--- config.mk ---
export PLATFORM = sky130hd
export DESIGN_NAME = tsr_ctrl
export DESIGN_NICKNAME = d
export VERILOG_FILES = /design/src/rtl/core/tsr_pkg.sv /design/src/rtl/core/tsr_ctrl.sv
export SDC_FILE = /design/constraint.sdc
export NUM_CORES = 1
export LEC_CHECK = 0
export ABC_AREA = 1
export BUFFER_PORTS_ARGS = -buffer_cell sky130_fd_sc_hd__clkbuf_2
export CAP_MARGIN = 20
export CORE_AREA = 2 2 39 41
export DETAILED_ROUTE_END_ITERATION = 12
export DIE_AREA = 0 0 41 43
export PLACE_DENSITY = 0.49
export SETUP_SLACK_MARGIN = 0.3
export SYNTH_ARGS = -nofsm -noshare
export SYNTH_HDL_FRONTEND = slang
export SYNTH_SLANG_ARGS = --single-unit
--- constraint.sdc ---
create_clock -name clk -period 1.9 [get_ports clk]
set_clock_uncertainty 0.05 [all_clocks]
set_input_delay 0.38 -clock clk [delete_from_list [all_inputs] [get_ports clk]]
set_output_delay 0.38 -clock clk [all_outputs]
set_load 0.01 [all_outputs]
--- src/rtl/core/tsr_pkg.sv ---
// shared types and constants of the terrain shadow ray marcher
// used by tsr_ctrl, tsr_dpath and terrain_shadow_raymarch_unit; no dependencies
package tsr_pkg;

    // width of a grid coordinate inside the march
    localparam int CoordW = 7;

    // top of the march in 0.1 m units
    localparam logic [16:0] MAX_ELEV = 17'd88480;

    // item commands
    localparam logic CMD_WRITE = 1'b0;
    localparam logic CMD_QUERY = 1'b1;

    // register indexes on the configuration port
    localparam logic [2:0] REG_SUN_X     = 3'd0;
    localparam logic [2:0] REG_SUN_Y     = 3'd1;
    localparam logic [2:0] REG_SUN_Z     = 3'd2;
    localparam logic [2:0] REG_CELL_DX   = 3'd3;
    localparam logic [2:0] REG_CELL_DY   = 3'd4;
    localparam logic [2:0] REG_ROWS_USED = 3'd5;
    localparam logic [2:0] REG_COLS_USED = 3'd6;

    typedef struct packed {
        logic signed [15:0] sun_x;
        logic signed [15:0] sun_y;
        logic [14:0]        sun_z;
        logic [15:0]        cell_dx;
        logic [15:0]        cell_dy;
        logic [6:0]         rows_used;
        logic [6:0]         cols_used;
    } cfg_t;

    // commands from the controller to the datapath
    typedef struct packed {
        logic accept;
        logic setup;
        logic step;
        logic fetch;
        logic mult;
        logic judge;
    } dp_cmd_t;

    // status from the datapath to the controller
    typedef struct packed {
        logic skip;
        logic go;
    } dp_status_t;

endpackage

--- src/rtl/core/tsr_ctrl.sv ---
// controller state machine of the terrain shadow ray marcher
// depends on tsr_pkg; drives the datapath through tsr_pkg::dp_cmd_t
module tsr_ctrl (
    input  logic                   clk,
    input  logic                   rst_n,
    input  logic                   start,
    input  logic                   cmd,
    input  tsr_pkg::dp_status_t    status,
    output tsr_pkg::dp_cmd_t       dp_cmd,
    output logic                   busy,
    output logic                   done
);

    typedef enum logic [2:0] {
        ST_IDLE,
        ST_SETUP,
        ST_CHECK,
        ST_FETCH,
        ST_MULT,
        ST_JUDGE
    } state_t;

    state_t state_reg;
    logic   busy_reg;
    logic   done_reg;
    logic   query_ok;

    assign query_ok = start && !busy_reg && (cmd == tsr_pkg::CMD_QUERY);

    // command decode
    always_comb
    begin
        dp_cmd        = '0;
        dp_cmd.accept = (state_reg == ST_IDLE) && query_ok;
        dp_cmd.setup  = (state_reg == ST_SETUP);
        dp_cmd.step   = (state_reg == ST_CHECK) && status.go;
        dp_cmd.fetch  = (state_reg == ST_FETCH);
        dp_cmd.mult   = (state_reg == ST_MULT);
        dp_cmd.judge  = (state_reg == ST_JUDGE);
    end

    // state and registered outputs
    always_ff @(posedge clk or negedge rst_n)
    begin
        if (!rst_n)
        begin
            state_reg <= ST_IDLE;
            busy_reg  <= 1'b0;
            done_reg  <= 1'b0;
        end
        else
        begin
            done_reg <= 1'b0;
            unique case (state_reg)
                ST_IDLE:
                begin
                    if (query_ok)
                    begin
                        state_reg <= ST_SETUP;
                        busy_reg  <= 1'b1;
                    end
                end
                ST_SETUP:
                begin
                    if (status.skip)
                    begin
                        state_reg <= ST_IDLE;
                        busy_reg  <= 1'b0;
                        done_reg  <= 1'b1;
                    end
                    else
                    begin
                        state_reg <= ST_CHECK;
                    end
                end
                ST_CHECK:
                begin
                    if (status.go)
                    begin
                        state_reg <= ST_FETCH;
                    end
                    else
                    begin
                        state_reg <= ST_IDLE;
                        busy_reg  <= 1'b0;
                        done_reg  <= 1'b1;
                    end
                end
                ST_FETCH: state_reg <= ST_MULT;
                ST_MULT:  state_reg <= ST_JUDGE;
                ST_JUDGE: state_reg <= ST_CHECK;
                default:  state_reg <= ST_IDLE;
            endcase
        end
    end

    assign busy = busy_reg;
    assign done = done_reg;

endmodule

==> results of run 1 <==
-- layout by cell type, fill, tap and decap left out --
cell	count
sky130_fd_sc_hd__clkbuf_2	12
sky130_fd_sc_hd__inv_1	6
sky130_fd_sc_hd__nand2_1	5
sky130_fd_sc_hd__buf_4	5
sky130_fd_sc_hd__dfrtp_1	4
sky130_fd_sc_hd__inv_2	3
sky130_fd_sc_hd__nor2_2	3
sky130_fd_sc_hd__nand2_2	3
sky130_fd_sc_hd__nor2_1	3
sky130_fd_sc_hd__clkbuf_4	3
sky130_fd_sc_hd__nor3_1	2
sky130_fd_sc_hd__nand3_1	2
sky130_fd_sc_hd__nand4_1	1
sky130_fd_sc_hd__nor2_4	1
sky130_fd_sc_hd__o21ai_0	1
sky130_fd_sc_hd__a21oi_1	1
sky130_fd_sc_hd__or2_1	1
sky130_fd_sc_hd__clkbuf_1	1
sky130_fd_sc_hd__dlygate4sd3_1	1
sky130_fd_sc_hd__buf_2	1
sky130_fd_sc_hd__dfrtp_2	1
-- what timing repair did --
action	in CTS	in global routing
gates resized for setup	2	6
setup endpoints to repair	2	5
gates cloned	0	0
pin swaps	0	2
hold endpoints to repair	5	0
hold buffers	1	0
setup buffers	0	5
-- stage by stage --
step           util, %  cells  setup WS (ps)  area (um2)  hold slack (ps)
3_5_place_dp      25.5     66            508         353              155
4_1_cts           28.6     71            302         395              422
5_1_grt           31.8     76            267         440              446
2_1_floorplan        -     37            646         268             34.4
6_report          31.8     76            337         440              436
3_3_place_gp      25.5     66            493         353              157
-- Yosys cell counts, drive strengths merged --
| cell | number |
|---|---|
| a21oi | 1 |
| nand4 | 1 |
| or2 | 1 |
| nand3 | 2 |
| nor3 | 2 |
| o21ai | 1 |
| nor2 | 7 |
| nand2 | 8 |
| dfrtp | 5 |
| inv | 9 |
-- final cells by class --
class | instances | area [um2] | share of cell area, %
clock buffers | 4 | 26.3 | 5.97
inverters | 9 | 33.8 | 7.67
multi-input cells | 23 | 121 | 27.6
flip-flops and latches | 5 | 126 | 28.7
well taps | 16 | 20.0 | 4.55
repair buffers | 19 | 113 | 25.6
-- cell families (layout without fill, tap and decap cells) --
group	count (synthesis)	in the layout
AND/OR/NAND/NOR	21	21
buffers and inverters	9	32
flip-flops	5	5
AO/OA/AOI/OAI	2	2
-- power by group through the flow --
stage                     combinational (mW)  clock (mW)  sequential, mW
after CTS                              0.257       0.130           0.182
after detailed placement               0.250           0           0.177
after global placement                 0.250           0           0.175
final                                  0.332       0.125           0.186
after floorplan                        0.168           0           0.178
after global routing                   0.375       0.138           0.192
-- final timing paths --
check                                          from                       end  slack [ps]  cells after the start
max in group asynchronous                     rst_n  state_reg[1]$_DFFE_PN0P_        1220                      2
setup reg to reg           state_reg[1]$_DFFE_PN0P_          busy$_DFFE_PN0P_         670                      8
hold reg to reg                    busy$_DFFE_PN0P_          busy$_DFFE_PN0P_         450                      2
setup / recovery           state_reg[1]$_DFFE_PN0P_                 dp_cmd[5]         340                      4
min in group clk                   busy$_DFFE_PN0P_          busy$_DFFE_PN0P_         450                      2
hold / removal                                rst_n  state_reg[0]$_DFFE_PN0P_         440                      2
-- critical path, stage by stage (launching register included) --
cell	delay, ps
sky130_fd_sc_hd__dfrtp_2	450
sky130_fd_sc_hd__nor2_4	140
sky130_fd_sc_hd__nand3_1	120
sky130_fd_sc_hd__inv_1	70
sky130_fd_sc_hd__clkbuf_2	120
-- routing by layer --
metal	global-route usage (%)	part of all wire (%)	up-vias
li1	-	-	157
met1	11.7	39	147
met2	13.4	52	13
met3	1.57	4.6	4
met4	12.0	3.6	0
met5	0	0	-
==> out/results.tsv, run 1 <==
metric	value	unit
slew_viol_final	0	
synth_top_family_by_area	simple AND/OR/NAND/NOR gates	
switching_power	0.273	mW
synth.yosys.warnings	0	
cts_root_buffer	sky130_fd_sc_hd__clkbuf_4	
rows	14	
timing.final.hold_violations	0	
grt_antenna_before_repair	0	
die_h	43	um
clock_sink_count	5	
final_layout_fill_cell_count	162	
status	finished clean	
largest_register_ffs	3	
grt_setup_unrepaired	yes	
drt_pre_antenna_iters	4	
multiplexer_share_of_the_synthesized_area	0	%
cts.reportedPaths.clkPinSlew	50	ps
post_route_cells_drive_above_1_share	53.3	%
power.ir.vdd_worst	0.494	mV
worst_tran_pin_value	192	ps
yosys.area.top_type_share	46.7	%
power.share.switching	42.5	%
core_region_area	1380	um2
dieWidth	41	um
wl	745	um
area_delta_synth_final	64.5	%
gr-usage-all-layers	10.1	%
portBuffers	13	
cp_max_fanout	5	
ios	14	
ant_nets	0	
syn-instance-count	37	
ys_ff_latch	5	
p_leak	0.272	nW
clock_power_share	19.5	%
fmax	640	MHz
grt-ovfl-total	0	
vias	321	
cts_max_level	1	
finalWorstPathRequiredPeriod	1560	ps
synth_nets	43	
netlist_top_cells_area	sky130_fd_sc_hd__dfrtp_1 47%, sky130_fd_sc_hd__inv_1 11%, sky130_fd_sc_hd__nand2_1 8.4%, sky130_fd_sc_hd__nor2_1 7.0%, sky130_fd_sc_hd__nand2_2 4.7%	
synth-compound-area-share	3.74	%
wl_per_cell	9.80	um
power.density	1460	nW/um2
initial_core_util	19.3	%
fp.dieArea	1760	um2
syn_area_per_cell	7.24	um2
grt_first_pass_wirelength	1.15	mm
gp_routability_congestion	0.799	
initialDrtViolationCount	2	
synth_area_in_xor_xnor	0	%
synth-simple-area-share	36.9	%
cts_buffers	3	
detailed_place_hpwl	506	um
ctsLongestPathBuffers	2	
timing.max_slew.rel_slack	87.1	%
tritoncts_clock_tree	built	
worst-endpoint-arrival	1130	ps
synth.largest_area_cell	sky130_fd_sc_hd__dfrtp_1	
pin_count_of_the_biggest_net_entering_global_routing	7	
grt_pass1_vias	308	
worstSkewPairLatency	240	ps
critPathKind	register to primary output	
worstHoldPathType	input port to asynchronous set/reset pin	
route.detailed.drc	0	
num-nets-final	67	
n_antenna_cell	0	
timing.max_cap.violations	0	
syn_area	268	um2
seq_power_share	28.8	%
synth-adder-area-share	0	%
power.internal	0.370	mW
finalCritPeriodShare	82.3	%
report.power.total	0.643	mW
via_per_inst	4.22	
end_kind	primary output	
power.combinational.fraction	51.7	%
crit_required	1470	ps
seq_area_frac_synth	46.7	%
synth.lib_cells_used.distinct	13	
finalSetupViolCount	0	
setup_tns	0	ps
start_kind	register	
(Power assumes the default switching activity.)
==> run 2: changes to the inputs <==
--- a/config.mk
+++ b/config.mk
@@ -5,7 +5,7 @@
 export SDC_FILE = /design/constraint.sdc
 export NUM_CORES = 1
 export LEC_CHECK = 0
-export ABC_AREA = 1
+export ABC_AREA = 0
 export BUFFER_PORTS_ARGS = -buffer_cell sky130_fd_sc_hd__clkbuf_2
 export CAP_MARGIN = 20
 export CORE_AREA = 2 2 39 41
==> constraint.sdc (replaced) <==
create_clock -name clk -period 1.52 [get_ports clk]
set_clock_uncertainty 0.05 [all_clocks]
set_input_delay 0.304 -clock clk [delete_from_list [all_inputs] [get_ports clk]]
set_output_delay 0.304 -clock clk [all_outputs]
set_load 0.01 [all_outputs]
==> out/results.tsv, run 2 <==
metric	value	unit	change
status	finished, violations left		
failed_checks	setup timing		
fp.dieArea	1760	um2	unchanged
initial_core_util	19.7	%	+0.36 points
pin_count_of_the_biggest_net_entering_global_routing	8		+1
finalWorstPathRequiredPeriod	1570	ps	
gr-usage-all-layers	8.46	%	-1.6 points
fin_worst_hold_slack	295	ps	-142 ps
vias	272		-15%
cp_slowest_cell	sky130_fd_sc_hd__dfrtp_1		
timing.final.hold_violations	0		unchanged
yosys.area.top_type_share	45.9	%	-0.86 points
grt_setup_unrepaired	yes		
grt-ovfl-total	0		unchanged
worst-endpoint-arrival	1210	ps	+80 ps
fin_ws	-45.5	ps	-382 ps
power.density	1890	nW/um2	+29%
timing.max_slew.rel_slack	84.9	%	-2.2 points
fmax	639	MHz	
path_delay_family	flip-flops		
power.internal	0.573	mW	+55%
largest_register_ffs	3		unchanged
max_stage_delay	400	ps	-50 ps
power.ir.vdd_worst	0.944	mV	+91%
sum_of_buffers_and_inverters_on_the_critical_path	1		-1
cts_buffers	3		unchanged
dp_cells	53		-20%
post_route_cells_drive_above_1_share	63.8	%	+10 points
critPathKind	register to primary output		
netlist_top_cells_area	sky130_fd_sc_hd__dfrtp_1 46%, sky130_fd_sc_hd__nor2b_4 5.0%, sky130_fd_sc_hd__a22oi_2 4.6%, sky130_fd_sc_hd__and2_1 4.6%, sky130_fd_sc_hd__and4bb_2 4.6%		
finalSetupViolCount	1		+1
die_h	43	um	unchanged
seq_power_share	33.0	%	+4.2 points
crit_required	1170	ps	-300 ps
setup_tns	-45.5	ps	-45.5 ps
synth.largest_area_cell	sky130_fd_sc_hd__dfrtp_1		
worst_tran_pin_value	226	ps	+33.8 ps
synth_enable_flop_cells	0		unchanged
drt_pre_antenna_iters	1		-3
wl	654	um	-12%
gp_routability_congestion	0.659		-18%
synth.yosys.warnings	0		unchanged
start_kind	register		
dp_slack	183	ps	-325 ps
wl_per_cell	10.4	um	+5.9%
finish.utilization	33.9	%	+2.1 points
worstHoldPathType	input port to register		
dieWidth	41	um	unchanged
num-nets-final	54		-19%
post-synth-top-count-cell	sky130_fd_sc_hd__dfrtp_1		
ys_async_rst_share	100	%	unchanged
ys_ff_latch	5		unchanged
slew_viol_final	0		unchanged
grt_first_pass_wirelength	903	um	-21%
via_per_inst	4.32		+2.2%
synth_nets	31		-28%
stdcell_count	63		-17%
power.combinational.fraction	49.8	%	-1.9 points
rows	14		unchanged
mostFrequentLayoutCells	8 x sky130_fd_sc_hd__clkbuf_2, 4 x sky130_fd_sc_hd__buf_4		
syn_area	273	um2	+1.9%
cp_max_fanout	4		-1
report.power.total	0.887	mW	+38%
route.detailed.drc	0		unchanged
n_antenna_cell	0		unchanged
clock_power_share	17.2	%	-2.3 points
prevailing_post_synth_register_cell	sky130_fd_sc_hd__dfrtp_1		
core_region_area	1380	um2	unchanged
cts_root_buffer	sky130_fd_sc_hd__clkbuf_4		
p_leak	0.243	nW	-11%
stdcell_area	469	um2	+6.5%
ios	14		unchanged
switching_power	0.314	mW	+15%
grt_pass1_vias	211		-31%
final_layout_fill_cell_count	149		-8.0%
timing.max_cap.violations	0		unchanged
place_area	368	um2	+4.3%
finalCritPeriodShare	103	%	
initialDrtViolationCount	0		-2
end_kind	primary output		
syn_area_per_cell	10.9	um2	+51%
area_delta_synth_final	72.0	%	
tritoncts_clock_tree	built		
grt_antenna_before_repair	0		unchanged
layout_commonest_cell	sky130_fd_sc_hd__clkbuf_2		
ant_nets	0		unchanged
crit_path_cell_trace	nand3b_1 > nor4_4 > buf_2		
seq_area_frac_synth	45.9	%	-0.86 points
clock_sink_count	5		unchanged
ctsLongestPathBuffers	2		unchanged
cts.reportedPaths.clkPinSlew	40	ps	about the same
power.share.switching	35.4	%	-7.1 points
portBuffers	13		unchanged
syn-instance-count	25		-32%
worstSkewPairLatency	240	ps	about the same
cts_max_level	1		unchanged
synth.lib_cells_used.distinct	17		+4
synth.cells.most_frequent	5 x sky130_fd_sc_hd__dfrtp_1, 3 x sky130_fd_sc_hd__nor2_1, 2 x sky130_fd_sc_hd__and2_1, 2 x sky130_fd_sc_hd__nand2b_1		
-- run 2: cell types whose count changed after synthesis, sizes merged, moves of 2 or more --
cell / previous run / this run
nor2: 7 / 3
inv: 9 / 0
nor3: 2 / 0
nand2b: 0 / 2
and2: 0 / 2
nand2: 8 / 0
nor2b: 0 / 2
nand3: 2 / 0
-- run 2: worst paths after layout --
check / start / to / slack (ps) / cells after the start
setup / recovery: busy$_DFFE_PN0P_ / dp_cmd[5] / -50 / 3
hold / removal: status[0] / state_reg[0]$_DFFE_PN0P_ / 290 / 3
setup reg to reg: state_reg[0]$_DFFE_PN0P_ / busy$_DFFE_PN0P_ / 290 / 4
hold reg to reg: busy$_DFFE_PN0P_ / busy$_DFFE_PN0P_ / 490 / 1
max in group asynchronous: rst_n / state_reg[2]$_DFFE_PN0P_ / 910 / 2
min in group asynchronous: rst_n / done$_DFF_PN0_ / 360 / 2
-- run 2: repair_timing --
item,4_1_cts,5_1_grt
hold endpoints to repair,5,0
hold buffers,1,0
gates resized for setup,4,9
endpoints found under the setup margin,7,8
setup buffers,4,1
pin swaps,1,4
-- run 2: metal layers --
layer | up-vias | GRT usage, % | part of all wire, %
li1 | 134 | - | -
met1 | 121 | 11.7 | 46
met2 | 17 | 8.44 | 38
met3 | 0 | 9.42 | 16
met4 | 0 | 2.00 | 0
met5 | - | 0 | 0
-- run 2: cells by family (layout without fill, tap and decap cells) --
kind of cell	Yosys count	in the layout	synth area share, %
compound gates	4	4	13.8
buf+inv	1	23	1.83
flops	5	5	45.9
simple gates	15	15	38.5
-- run 2: layout make-up --
| cell class | instances | area (um2) | share of cell area, % |
|---|---|---|---|
| Clock buffer | 4 | 26.3 | 5.60 |
| Multi-Input combinational cell | 19 | 165 | 35.2 |
| Sequential cell | 5 | 129 | 27.5 |
| Tap cell | 16 | 20.0 | 4.27 |
| Timing Repair Buffer | 19 | 129 | 27.5 |
-- run 2: tightest hold or removal path, delay by kind of cell --
family	cells	cell delay, ps
buffers and inverters	1	100
and+or+nand+nor	1	70
AOI/OAI and AO/OA	1	60
-- run 2: power groups by stage --
| stage | clock network (mW) | registers (mW) | logic (mW) |
|---|---|---|---|
| after floorplan | 0 | 0.270 | 0.224 |
| final | 0.153 | 0.292 | 0.442 |
| after global routing | 0.170 | 0.305 | 0.477 |
| after global placement | 0 | 0.295 | 0.302 |
| after detailed placement | 0 | 0.296 | 0.296 |
| after CTS | 0.160 | 0.288 | 0.386 |
==> run 3: changes to the inputs <==
--- a/config.mk
+++ b/config.mk
@@ -11,7 +11,7 @@
 export CORE_AREA = 2 2 39 41
 export DETAILED_ROUTE_END_ITERATION = 12
 export DIE_AREA = 0 0 41 43
-export PLACE_DENSITY = 0.49
+export PLACE_DENSITY = 0.51
 export SETUP_SLACK_MARGIN = 0.3
 export SYNTH_ARGS = -nofsm -noshare
 export SYNTH_HDL_FRONTEND = slang
==> constraint.sdc (replaced) <==
create_clock -name clk -period 1.3 [get_ports clk]
set_clock_uncertainty 0.05 [all_clocks]
set_input_delay 0.26 -clock clk [delete_from_list [all_inputs] [get_ports clk]]
set_output_delay 0.26 -clock clk [all_outputs]
set_load 0.01 [all_outputs]
==> out/results.tsv, run 3 (synthesis gave the netlist of run 2 again) <==
metric	value	unit	change
power.internal	0.776	mW	+35%
num-nets-final	57		+5.6%
grt_pass1_vias	257		+22%
cts.reportedPaths.clkPinSlew	40	ps	about the same
dieWidth	41	um	unchanged
cts_max_level	1		unchanged
crit_path_cell_trace	nor4_4 > buf_2		
startpoint_of_the_most_critical_register_to_register_path	state_reg[0]$_DFFE_PN0P_		
portBuffers	13		unchanged
gp_routability_congestion	0.656		-0.46%
seq_power_share	29.4	%	-3.6 points
initial_core_util	19.7	%	unchanged
mostFrequentLayoutCells	7 x sky130_fd_sc_hd__clkbuf_2, 6 x sky130_fd_sc_hd__buf_6, 6 x sky130_fd_sc_hd__buf_4		
n_antenna_cell	0		unchanged
layout_commonest_cell	sky130_fd_sc_hd__clkbuf_2		
fin_worst_hold_slack	242	ps	-52.9 ps
wl	666	um	+1.8%
initialDrtViolationCount	5		+5
cts_root_buffer	sky130_fd_sc_hd__clkbuf_4		
area_delta_synth_final	95.0	%	
clock_sink_count	5		unchanged
path_delay_family	flip-flops		
worstHoldPathType	input port to register		
timing.max_slew.rel_slack	86.3	%	+1.4 points
critPathKind	register to primary output		
worst-endpoint-arrival	1190	ps	-20 ps
tritoncts_clock_tree	built		
worst_setup_path_startpoint	state_reg[1]$_DFFE_PN0P_		
grt_first_pass_wirelength	1.05	mm	+16%
timing.final.hold_violations	0		unchanged
slew_viol_final	0		unchanged
pin_count_of_the_biggest_net_entering_global_routing	8		unchanged
crit_required	990	ps	-180 ps
power.ir.vdd_worst	1.10	mV	+17%
stdcell_count	66		+4.8%
finalWorstPathRequiredPeriod	1500	ps	
cts_buffers	3		unchanged
fp.dieArea	1760	um2	unchanged
cp_max_fanout	7		+3
report.power.total	1.19	mW	+34%
p_leak	0.263	nW	+8.2%
power.density	2230	nW/um2	+18%
ctsLongestPathBuffers	2		unchanged
route.detailed.drc	0		unchanged
failed_checks	setup timing		
vias	285		+4.8%
start_kind	register		
fin_ws	-203	ps	-157 ps
end_kind	primary output		
sum_of_buffers_and_inverters_on_the_critical_path	1		unchanged
grt-ovfl-total	0		unchanged
timing.max_cap.violations	0		unchanged
detailed_place_hpwl	486	um	
grt_setup_unrepaired	yes		
final_layout_fill_cell_count	140		-6.0%
clock_power_share	15.1	%	-2.1 points
cp_slowest_cell	sky130_fd_sc_hd__dfrtp_2		
worstSkewPairLatency	240	ps	about the same
hold_path.startpoint	status[0]		
core_region_area	1380	um2	unchanged
status	finished, violations left		
setup_tns	-928	ps	-883 ps
drt_pre_antenna_iters	2		+1
worst_tran_pin_value	204	ps	-22.4 ps
largest_register_ffs	3		unchanged
dp_cells	55		+3.8%
rows	14		unchanged
gr-usage-all-layers	9.17	%	+0.71 points
switching_power	0.411	mW	+31%
power.combinational.fraction	55.4	%	+5.6 points
wl_per_cell	10.1	um	-2.8%
via_per_inst	4.32		about the same
fmax	665	MHz	
finalCritPeriodShare	116	%	
ant_nets	0		unchanged
power.share.switching	34.6	%	-0.74 points
grt_antenna_before_repair	0		unchanged
post_route_cells_drive_above_1_share	74.0	%	+10 points
max_stage_delay	480	ps	+80 ps
finalSetupViolCount	6		+5
die_h	43	um	unchanged
ios	14		unchanged
==> run 3: path summary, 6_finish.rpt <==
path,endpoint,slack (ps),cells past startpoint
min reg2reg,state_reg[0]$_DFFE_PN0P_,510,1
max reg2reg,busy$_DFFE_PN0P_,30,4
min in group asynchronous,busy$_DFFE_PN0P_,320,2
min,state_reg[0]$_DFFE_PN0P_,240,3
max in group asynchronous,state_reg[2]$_DFFE_PN0P_,730,2
max,dp_cmd[5],-200,2
==> run 3: worst reg2reg max path, cell delays in order, from the launching register on <==
cell and delay (ps):
sky130_fd_sc_hd__dfrtp_2 470, sky130_fd_sc_hd__nor2b_4 210, sky130_fd_sc_hd__buf_6 110, sky130_fd_sc_hd__a22oi_2 70
sky130_fd_sc_hd__a211o_1 250
==> run 3: power by group through the flow <==
stage	sequential, mW	clock, mW	combinational, mW
floorplan	0.336	0	0.333
global route	0.359	0.195	0.716
detailed placement	0.362	0	0.447
global placement	0.357	0	0.448
CTS	0.347	0.188	0.574
finish	0.349	0.180	0.658
==> run 3: repair_timing <==
action                                  CTS  global route
hold buffers                              1             0
endpoints found under the hold margin     5             0
endpoints found under the setup margin   13            13
pin swaps                                 1             2
buffers inserted                          5             1
gates resized for setup                   3            13
==> run 3: per-stage QoR <==
| step | util [%] | area [um2] | setup slack, ps |
|---|---|---|---|
| after floorplan | - | 324 | 145 |
| after global placement | 29.7 | 410 | 23.4 |
| after detailed placement | 29.7 | 410 | 30.8 |
| after CTS | 35.5 | 492 | -218 |
| after global routing | 38.4 | 532 | -260 |
| final | 38.4 | 532 | -203 |
==> run 3: layer usage <==
layer / GRT usage [%] / vias to the layer above / routed length, um
li1: - / 140 / -
met1: 9.77 / 129 / 311
met2: 13.4 / 16 / 289
met3: 6.28 / 0 / 65
met4: 4.00 / 0 / 0
met5: 0 / - / 0
==> run 3: area by class of cell <==
| class | instances | area (um2) | share of cell area, % |
|---|---|---|---|
| Multi-Input combinational cell | 19 | 189 | 35.5 |
| Timing Repair Buffer | 22 | 168 | 31.5 |
| Sequential cell | 5 | 129 | 24.2 |
| Clock buffer | 4 | 26.3 | 4.94 |
| Tap cell | 16 | 20.0 | 3.76 |
